<file path="src/rtl/core/envelope_deframer_macros.svh">
// ----------------------------------------------------------------------------
// envelope_deframer_macros
// Assertion macros for the envelope deframer.
// ----------------------------------------------------------------------------
`ifndef ENVELOPE_DEFRAMER_MACROS_SVH
`define ENVELOPE_DEFRAMER_MACROS_SVH

// same-cycle implication, sampled on clk, quiet during reset
`define ED_ASSERT_NOW(lbl, ante, cons) \
	lbl: assert property (@(posedge clk) disable iff (!arst_n) (ante) |-> (cons)) \
		else $error("assertion failed");

// next-cycle implication, sampled on clk, quiet during reset
`define ED_ASSERT_NEXT(lbl, ante, cons) \
	lbl: assert property (@(posedge clk) disable iff (!arst_n) (ante) |=> (cons)) \
		else $error("assertion failed");

`endif

</file>
<file path="src/rtl/core/ed_pkg.sv">
// ----------------------------------------------------------------------------
// ed_pkg
// Shared types and constants of the envelope deframer.
// ----------------------------------------------------------------------------
package ed_pkg;

	localparam int unsigned WORD_W      = 32;
	localparam int unsigned BYTE_W      = 8;
	localparam int unsigned HDR_BYTES   = 12;
	localparam int unsigned HDR_SHIFT_W = (HDR_BYTES - 1) * BYTE_W;
	localparam int unsigned HDR_CNT_W   = 4;
	localparam int unsigned QUEUE_DEPTH = 2;
	localparam int unsigned QPTR_W      = $clog2(QUEUE_DEPTH);
	localparam int unsigned QCNT_W      = $clog2(QUEUE_DEPTH + 1);
	localparam int unsigned TDATA_W     = 3 * WORD_W + BYTE_W;

	localparam logic [HDR_CNT_W-1:0] HDR_LAST_IDX = HDR_CNT_W'(HDR_BYTES - 1);

	localparam logic [0:0] REG_MAX_PAYLOAD = 1'b0;
	localparam logic [0:0] REG_BUFFER_SIZE = 1'b1;

	typedef enum logic [1:0] {
		KIND_HEADER  = 2'd0,
		KIND_PAYLOAD = 2'd1,
		KIND_ERROR   = 2'd2,
		KIND_END     = 2'd3
	} kind_t;

	typedef enum logic [1:0] {
		OP_HEADER = 2'd0,
		OP_BYTE   = 2'd1,
		OP_ERROR  = 2'd2,
		OP_END    = 2'd3
	} op_t;

	typedef enum logic {
		PH_HEADER  = 1'b0,
		PH_PAYLOAD = 1'b1
	} phase_t;

	typedef struct packed {
		op_t               op;
		logic [WORD_W-1:0] win_id;
		logic [WORD_W-1:0] msg_type;
		logic [WORD_W-1:0] length;
		logic [BYTE_W-1:0] data_byte;
	} op_entry_t;

endpackage

</file>
<file path="src/rtl/core/ed_front.sv">
// ----------------------------------------------------------------------------
// ed_front
// Gathers the frame header, checks the length limit and tracks frame bytes.
// ----------------------------------------------------------------------------
module ed_front (
	input  logic                     clk,
	input  logic                     arst_n,
	input  logic                     in_valid,
	input  logic                     action,
	input  logic [ed_pkg::BYTE_W-1:0] data_byte,
	input  logic [ed_pkg::WORD_W-1:0] max_payload,
	input  logic                     q_full,
	output logic                     in_ready,
	output logic                     push,
	output ed_pkg::op_entry_t        push_entry
);
	import ed_pkg::*;

	logic [HDR_SHIFT_W-1:0] hdr_q;
	logic [HDR_CNT_W-1:0]   hdr_cnt_q;
	phase_t                 phase_q;
	logic [WORD_W-1:0]      frame_left_q;

	logic              accept;
	logic [WORD_W-1:0] len;
	logic              over;
	logic              hdr_done;

	assign in_ready = !q_full;
	assign accept   = in_valid && in_ready;
	assign len      = {hdr_q[3*BYTE_W-1:0], data_byte};
	assign over     = len > max_payload;
	assign hdr_done = (phase_q == PH_HEADER) && (hdr_cnt_q == HDR_LAST_IDX);

	always_comb begin
		push_entry = '0;
		push       = 1'b0;
		if (action) begin
			push_entry.op = OP_END;
			push          = accept;
		end else if (phase_q == PH_PAYLOAD) begin
			push_entry.op        = OP_BYTE;
			push_entry.data_byte = data_byte;
			push                 = accept;
		end else if (hdr_done) begin
			push_entry.op        = over ? OP_ERROR : OP_HEADER;
			push_entry.win_id    = hdr_q[HDR_SHIFT_W-1 -: WORD_W];
			push_entry.msg_type  = hdr_q[HDR_SHIFT_W-WORD_W-1 -: WORD_W];
			push_entry.length    = len;
			push                 = accept;
		end
	end

	always_ff @(posedge clk or negedge arst_n) begin
		if (!arst_n) begin
			hdr_q        <= '0;
			hdr_cnt_q    <= '0;
			phase_q      <= PH_HEADER;
			frame_left_q <= '0;
		end else if (accept) begin
			if (action) begin
				hdr_q        <= '0;
				hdr_cnt_q    <= '0;
				phase_q      <= PH_HEADER;
				frame_left_q <= '0;
			end else if (phase_q == PH_PAYLOAD) begin
				frame_left_q <= frame_left_q - 1'b1;
				if (frame_left_q == WORD_W'(1)) begin
					phase_q <= PH_HEADER;
				end
			end else if (hdr_done) begin
				hdr_q     <= '0;
				hdr_cnt_q <= '0;
				if (!over && len != '0) begin
					phase_q      <= PH_PAYLOAD;
					frame_left_q <= len;
				end
			end else begin
				hdr_q     <= {hdr_q[HDR_SHIFT_W-BYTE_W-1:0], data_byte};
				hdr_cnt_q <= hdr_cnt_q + 1'b1;
			end
		end
	end

endmodule

</file>
<file path="src/rtl/core/ed_queue.sv">
// ----------------------------------------------------------------------------
// ed_queue
// Short queue of classified items between the front and the back.
// ----------------------------------------------------------------------------
module ed_queue (
	input  logic              clk,
	input  logic              arst_n,
	input  logic              push,
	input  ed_pkg::op_entry_t push_entry,
	input  logic              pop,
	output logic              full,
	output logic              not_empty,
	output ed_pkg::op_entry_t head
);
	import ed_pkg::*;

	op_entry_t          mem_q [QUEUE_DEPTH];
	logic [QPTR_W-1:0]  wr_ptr_q;
	logic [QPTR_W-1:0]  rd_ptr_q;
	logic [QCNT_W-1:0]  count_q;

	assign full      = count_q == QCNT_W'(QUEUE_DEPTH);
	assign not_empty = count_q != '0;
	assign head      = mem_q[rd_ptr_q];

	always_ff @(posedge clk) begin
		if (push) begin
			mem_q[wr_ptr_q] <= push_entry;
		end
	end

	always_ff @(posedge clk or negedge arst_n) begin
		if (!arst_n) begin
			wr_ptr_q <= '0;
			rd_ptr_q <= '0;
			count_q  <= '0;
		end else begin
			if (push) begin
				wr_ptr_q <= wr_ptr_q + 1'b1;
			end
			if (pop) begin
				rd_ptr_q <= rd_ptr_q + 1'b1;
			end
			case ({push, pop})
				2'b10:   count_q <= count_q + 1'b1;
				2'b01:   count_q <= count_q - 1'b1;
				default: count_q <= count_q;
			endcase
		end
	end

endmodule

</file>
<file path="src/rtl/core/ed_back.sv">
// ----------------------------------------------------------------------------
// ed_back
// Turns queued items into results: trims the kept length, passes kept bytes.
// ----------------------------------------------------------------------------
module ed_back (
	input  logic                      clk,
	input  logic                      arst_n,
	input  logic                      q_not_empty,
	input  ed_pkg::op_entry_t         q_head,
	input  logic [ed_pkg::WORD_W-1:0] buffer_size,
	input  logic                      out_ready,
	output logic                      pop,
	output logic                      out_valid,
	output ed_pkg::kind_t             out_kind,
	output logic [ed_pkg::TDATA_W-1:0] out_data,
	output logic                      out_last
);
	import ed_pkg::*;

	logic [WORD_W-1:0]  keep_left_q;
	logic               valid_q;
	kind_t              kind_q;
	logic [TDATA_W-1:0] data_q;
	logic               last_q;

	logic               load_ok;
	logic [WORD_W-1:0]  keep;
	logic               emit;
	kind_t              nxt_kind;
	logic [TDATA_W-1:0] nxt_data;
	logic               nxt_last;

	assign load_ok = !valid_q || out_ready;
	assign pop     = q_not_empty && load_ok;
	assign keep    = (q_head.length < buffer_size) ? q_head.length : buffer_size;

	always_comb begin
		emit     = 1'b1;
		nxt_kind = KIND_END;
		nxt_data = '0;
		nxt_last = 1'b0;
		case (q_head.op)
			OP_HEADER: begin
				nxt_kind = KIND_HEADER;
				nxt_data = {BYTE_W'(0), keep, q_head.msg_type, q_head.win_id};
				nxt_last = keep == '0;
			end
			OP_ERROR: begin
				nxt_kind = KIND_ERROR;
				nxt_data = {BYTE_W'(0), q_head.length, q_head.msg_type, q_head.win_id};
				nxt_last = 1'b1;
			end
			OP_BYTE: begin
				nxt_kind = KIND_PAYLOAD;
				nxt_data = {q_head.data_byte, (3 * WORD_W)'(0)};
				nxt_last = keep_left_q == WORD_W'(1);
				emit     = keep_left_q != '0;
			end
			default: begin
				nxt_kind = KIND_END;
			end
		endcase
	end

	always_ff @(posedge clk or negedge arst_n) begin
		if (!arst_n) begin
			keep_left_q <= '0;
			valid_q     <= 1'b0;
		end else if (load_ok) begin
			valid_q <= pop && emit;
			if (pop) begin
				case (q_head.op)
					OP_HEADER: keep_left_q <= keep;
					OP_BYTE: begin
						if (keep_left_q != '0) begin
							keep_left_q <= keep_left_q - 1'b1;
						end
					end
					OP_END:    keep_left_q <= '0;
					default:   keep_left_q <= keep_left_q;
				endcase
			end
		end
	end

	always_ff @(posedge clk) begin
		if (pop && emit) begin
			kind_q <= nxt_kind;
			data_q <= nxt_data;
			last_q <= nxt_last;
		end
	end

	assign out_valid = valid_q;
	assign out_kind  = kind_q;
	assign out_data  = data_q;
	assign out_last  = last_q;

endmodule

</file>
<file path="src/rtl/core/envelope_deframer.sv">
// An accepted item is held in the queue, then in the output register.
// Throughput: one item per cycle unless the queue is full; front and back
// run on their own, parted by a two-entry queue and the output register.
// Only the last header byte gives a result; dropped payload bytes give none.
// Reset (arst_n low, asynchronous): header collection restarts, queue and
// output are emptied, max_payload returns to 65536 and buffer_size to 4096.
// ----------------------------------------------------------------------------
// envelope_deframer
// Length-prefixed frame deframer: 12-byte big-endian header, then payload.
// ----------------------------------------------------------------------------
module envelope_deframer (
	input  logic                       clk,
	input  logic                       arst_n,
	input  logic                       s_tvalid,
	output logic                       s_tready,
	input  logic [7:0]                 s_tdata,  // [7:0] data_byte
	input  logic [0:0]                 s_tuser,  // [0] action
	output logic                       m_tvalid,
	input  logic                       m_tready,
	// [31:0] win_id, [63:32] msg_type, [95:64] length, [103:96] payload_byte
	output logic [ed_pkg::TDATA_W-1:0] m_tdata,
	output logic [1:0]                 m_tuser,  // [1:0] kind
	output logic                       m_tlast,
	input  logic                       cfg_we,
	input  logic [0:0]                 cfg_addr,
	input  logic [ed_pkg::WORD_W-1:0]  cfg_wdata
);
	import ed_pkg::*;

	logic [WORD_W-1:0] max_payload_q;
	logic [WORD_W-1:0] buffer_size_q;

	logic      q_full;
	logic      q_not_empty;
	logic      push;
	logic      pop;
	op_entry_t push_entry;
	op_entry_t q_head;
	kind_t     out_kind;

	always_ff @(posedge clk or negedge arst_n) begin
		if (!arst_n) begin
			max_payload_q <= WORD_W'(65536);
			buffer_size_q <= WORD_W'(4096);
		end else if (cfg_we) begin
			case (cfg_addr)
				REG_MAX_PAYLOAD: max_payload_q <= cfg_wdata;
				REG_BUFFER_SIZE: buffer_size_q <= cfg_wdata;
				default:         max_payload_q <= max_payload_q;
			endcase
		end
	end

	ed_front u_front (
		.clk        (clk),
		.arst_n     (arst_n),
		.in_valid   (s_tvalid),
		.action     (s_tuser[0]),
		.data_byte  (s_tdata),
		.max_payload(max_payload_q),
		.q_full     (q_full),
		.in_ready   (s_tready),
		.push       (push),
		.push_entry (push_entry)
	);

	ed_queue u_queue (
		.clk       (clk),
		.arst_n    (arst_n),
		.push      (push),
		.push_entry(push_entry),
		.pop       (pop),
		.full      (q_full),
		.not_empty (q_not_empty),
		.head      (q_head)
	);

	ed_back u_back (
		.clk        (clk),
		.arst_n     (arst_n),
		.q_not_empty(q_not_empty),
		.q_head     (q_head),
		.buffer_size(buffer_size_q),
		.out_ready  (m_tready),
		.pop        (pop),
		.out_valid  (m_tvalid),
		.out_kind   (out_kind),
		.out_data   (m_tdata),
		.out_last   (m_tlast)
	);

	assign m_tuser = out_kind;

`include "envelope_deframer_macros.svh"

	`ED_ASSERT_NOW(a_payload_no_header, m_tvalid && m_tuser == KIND_PAYLOAD, m_tdata[95:0] == '0)
	`ED_ASSERT_NOW(a_end_not_last, m_tvalid && m_tuser == KIND_END, !m_tlast)
	`ED_ASSERT_NOW(a_header_last, m_tvalid && m_tuser == KIND_HEADER, m_tlast == (m_tdata[95:64] == '0))
	`ED_ASSERT_NEXT(a_end_clears, s_tvalid && s_tready && s_tuser[0], u_front.phase_q == PH_HEADER)

endmodule
</file>
<file path="config.mk">
export PLATFORM = sky130hd
export DESIGN_NAME = envelope_deframer
export DESIGN_NICKNAME = d
export VERILOG_FILES = /design/src/rtl/core/ed_pkg.sv /design/src/rtl/core/ed_front.sv /design/src/rtl/core/ed_queue.sv /design/src/rtl/core/ed_back.sv /design/src/rtl/core/envelope_deframer.sv
export VERILOG_INCLUDE_DIRS = /design/src /design/src/rtl/core
export SDC_FILE = /design/constraint.sdc
export NUM_CORES = 1
export LEC_CHECK = 0
export BUFFER_PORTS_ARGS = -buffer_cell sky130_fd_sc_hd__buf_2
export CORE_AREA = 2 2 329 331
export CTS_CLUSTER_SIZE = 10
export DETAILED_ROUTE_END_ITERATION = 16
export DIE_AREA = 0 0 331 333
export HOLD_SLACK_MARGIN = 0.02
export SETUP_SLACK_MARGIN = 0.1
export SYNTH_ARGS = -nofsm -noshare
export SYNTH_HDL_FRONTEND = slang
export SYNTH_SLANG_ARGS = --single-unit
</file>
<file path="constraint.sdc">
create_clock -name clk -period 15.83 [get_ports clk]
set_input_delay 0.7915 -clock clk [delete_from_list [all_inputs] [get_ports clk]]
set_output_delay 0.7915 -clock clk [all_outputs]
set_load 0.01 [all_outputs]
</file>
==> run metrics <==
Worst R2R End=u_back.out_data[10]; largest cells by area after synthesis=edfxtp_1 39%, dfrtp_1 23%, mux2i_1 4.6%; clk sinks=545; post-cts resize count=0; post-synth top area share=39.3%; commonest non-fill, non-tap cell in the layout=edfxtp_1; H-Tree Depth=3; placed insts=3408; endpoints failing setup=0; status=completed; clk slew on worst S/H paths=0.06 ns; Combinational Power Share=32.4%; Slew headroom=22.0%; PortBufs=155; Final HPWL DP=48200 um; initial antenna violation count=13; Post-synth EDFFs=319; switch share=37.1%; Total Neg Setup Slack=0 ns; first-pass GRT wire length=105000 um; global route total overflow=0; post-route setup slack=10.95 ns; Synth Instances=1923; DRT iter0 DRCs=1236; CP Class=register to register; total core area=0.107 mm^2; Die Ht=333 um; RSZ-0062 raised after global routing=no; Max Cap Viol=0; final hold violation count=0; row cnt=120; Total GRT Usage=12.7%; required time worst endpoint=16.04 ns; Final Instance Count excl. Fillers=3538; worst-path cell with the longest stage delay=buf_4; global placer's final weighted congestion=0.850; sequential fraction of the synthesis area=62.6%; hold_buf cts=0; DR DRC count=0; Most used DFF post-synth=edfxtp_1; power density over the cells=190 mW/mm^2; Slew @ Worst Pin=1.17 ns; Die X=331 um; Yosys reg bits=545; Critical Path AT=5.09 ns; Tot Pwr=5.47 mW; Top Ports=156; dpl ws=10.87 ns; Final #Nets=2196; Initial Utilization=22.8%; cell mode on critical path=buf_4; ys async rst share=41.5%; largest net degree at the start of global routing=100; R2R Setup Slk=10.95 ns; most frequent cells in the layout=319 x edfxtp_1, 223 x dfrtp_1, 154 x buf_2, 149 x nor2_1, 117 x o21ai_0; Psw=2.03 mW; yosys warns=0; Clock Tree Buf Depth=3; maximum VDD drop=70.4 uV; slowest stage delay, CP=0.74 ns; Via density=4.58; root buf cell=clkbuf_16; crit-path leading delay family=buffers and inverters; crit path time final=4.88 ns; critical path peak fanout=58; Cell variety after synth=76; Setup Buffers After CTS=0; Worst setup EP type=register; critical path, cell by cell=buf_4 > buf_4 > mux2i_1 > ha_1 > nand4_1 > nor3_1 > a21oi_4 > buf_4; clock power share=26.6%; f_max=0.205 GHz; WL per Instance=20.0 um; Tcrit/Tclk final=30.8%; syn_nets=2043; Mean Syn Cell Area=12.7 um^2; area leader, netlist=edfxtp_1; Hold Path Class=input port to async pin; DRT Pass-1 Iters=5; CTS tree=built; Routed Antenna Nets=0; Num CTS Buffers=69; vias=16200; Pint=3.44 mW; clock skew=0.0343 ns; Die ar.=0.110 mm^2; Area growth syn-to-layout=18.3%; Leak=11.7 nW; RR Startpoint=u_queue.rd_ptr_q; vias in the first global route=16100; Post-Syn Area=0.0244 mm^2; Post-Route WL=70600 um; Buf/Inv on CP=3; final slew viol count=0; R2R cell count=8; Flop pwr share=41.0%; share of layout cells above drive strength 1=16.9%; critical path launch point type=register; worst skew pair latency=0.61 ns
==> Yosys cell counts (4+ instances only) <==
master	number
nor2b_1	10
inv_1	91
a32oi_1	11
buf_2	16
xnor2_1	4
mux2_2	59
a22oi_1	10
a32o_1	28
a21o_1	4
nand2b_1	9
and2_1	106
nand2_1	91
nor3_1	34
clkbuf_1	69
a21oi_1	54
buf_6	6
nor4_1	28
a2bb2oi_1	4
dfrtp_1	224
a211oi_1	4
o22ai_1	4
o211ai_1	11
ha_1	73
nand3_1	18
or3_1	11
a22o_1	89
mux2i_1	112
or2_2	7
o21ai_0	117
nand4_1	24
o21ai_1	13
a31oi_1	14
edfxtp_1	319
nor2_1	152
or4_1	4
and3_1	8
o221ai_1	17
buf_1	8
a211o_1	6
==> cell families after synthesis <==
family          after synthesis  synth area share, %
flops                       545                 62.6
simple gates                519                 10.8
compound gates              413                 11.9
buf+inv                     194                 3.30
mux                         172                 7.39
fa+ha+maj                    73                 3.75
xor+xnor                      7                0.252
==> flip-flops by register name, summed over array words and instances (netlist names), 2 cells and up <==
register / flops
u_queue.count_q: 2
max_payload_q: 32
u_back.out_data: 104
u_back.keep_left_q: 32
buffer_size_q: 32
u_queue.mem_q: 212
u_front.hdr_cnt_q: 4
u_front.hdr_q: 88
u_back.out_kind: 2
u_front.frame_left_q: 32
==> final cells by class <==
class                   instances  area [um^2]
multi-input cells            1184         8390
clock buffers                 111         1940
well taps                    1403         1760
flip-flops and latches        545        15200
clock inverters                14          133
inverters                      92          345
diodes                          5         12.5
fillers                     11000        77800
repair buffers                184         1000
==> per-stage QoR <==
stage	area (um^2)	utilization, %	hold WS, ns
finish	28800	27.0	0.189
global route	28800	27.0	0.264
CTS	28800	27.0	0.220
detailed placement	26700	25.1	0.486
global placement	26700	25.1	0.482
floorplan	24400	-	0.459
==> worst max path at each step <==
stage / startpoint / end / cells past startpoint
3_3_place_gp: u_queue.rd_ptr_q / u_back.out_data[10] / 8
6_report: u_queue.rd_ptr_q / u_back.out_data[10] / 8
3_5_place_dp: u_queue.rd_ptr_q / u_back.out_data[10] / 8
5_1_grt: u_queue.rd_ptr_q / u_back.out_data[10] / 8
4_1_cts: u_queue.rd_ptr_q / u_back.out_data[10] / 8
2_1_floorplan: u_queue.rd_ptr_q / u_back.keep_left_q[11] / 11
==> metal layers <==
layer / up-vias / track usage, % / routed length (um)
met2: 485 / 20.2 / 32900
met4: 10 / 5.18 / 2530
met1: 8080 / 16.7 / 31000
met3: 132 / 2.62 / 4120
li1: 7508 / - / -
met5: - / 0 / 65
==> power groups by stage <==
stage / sequential [mW] / clock (mW) / combinational, mW
5_1_grt: 2.28 / 1.55 / 1.95
3_3_place_gp: 2.27 / 0 / 1.77
6_report: 2.24 / 1.46 / 1.77
4_1_cts: 2.25 / 1.50 / 1.79
2_1_floorplan: 2.24 / 0 / 1.16
3_5_place_dp: 2.27 / 0 / 1.78
Power figures use the tool's default switching activity.
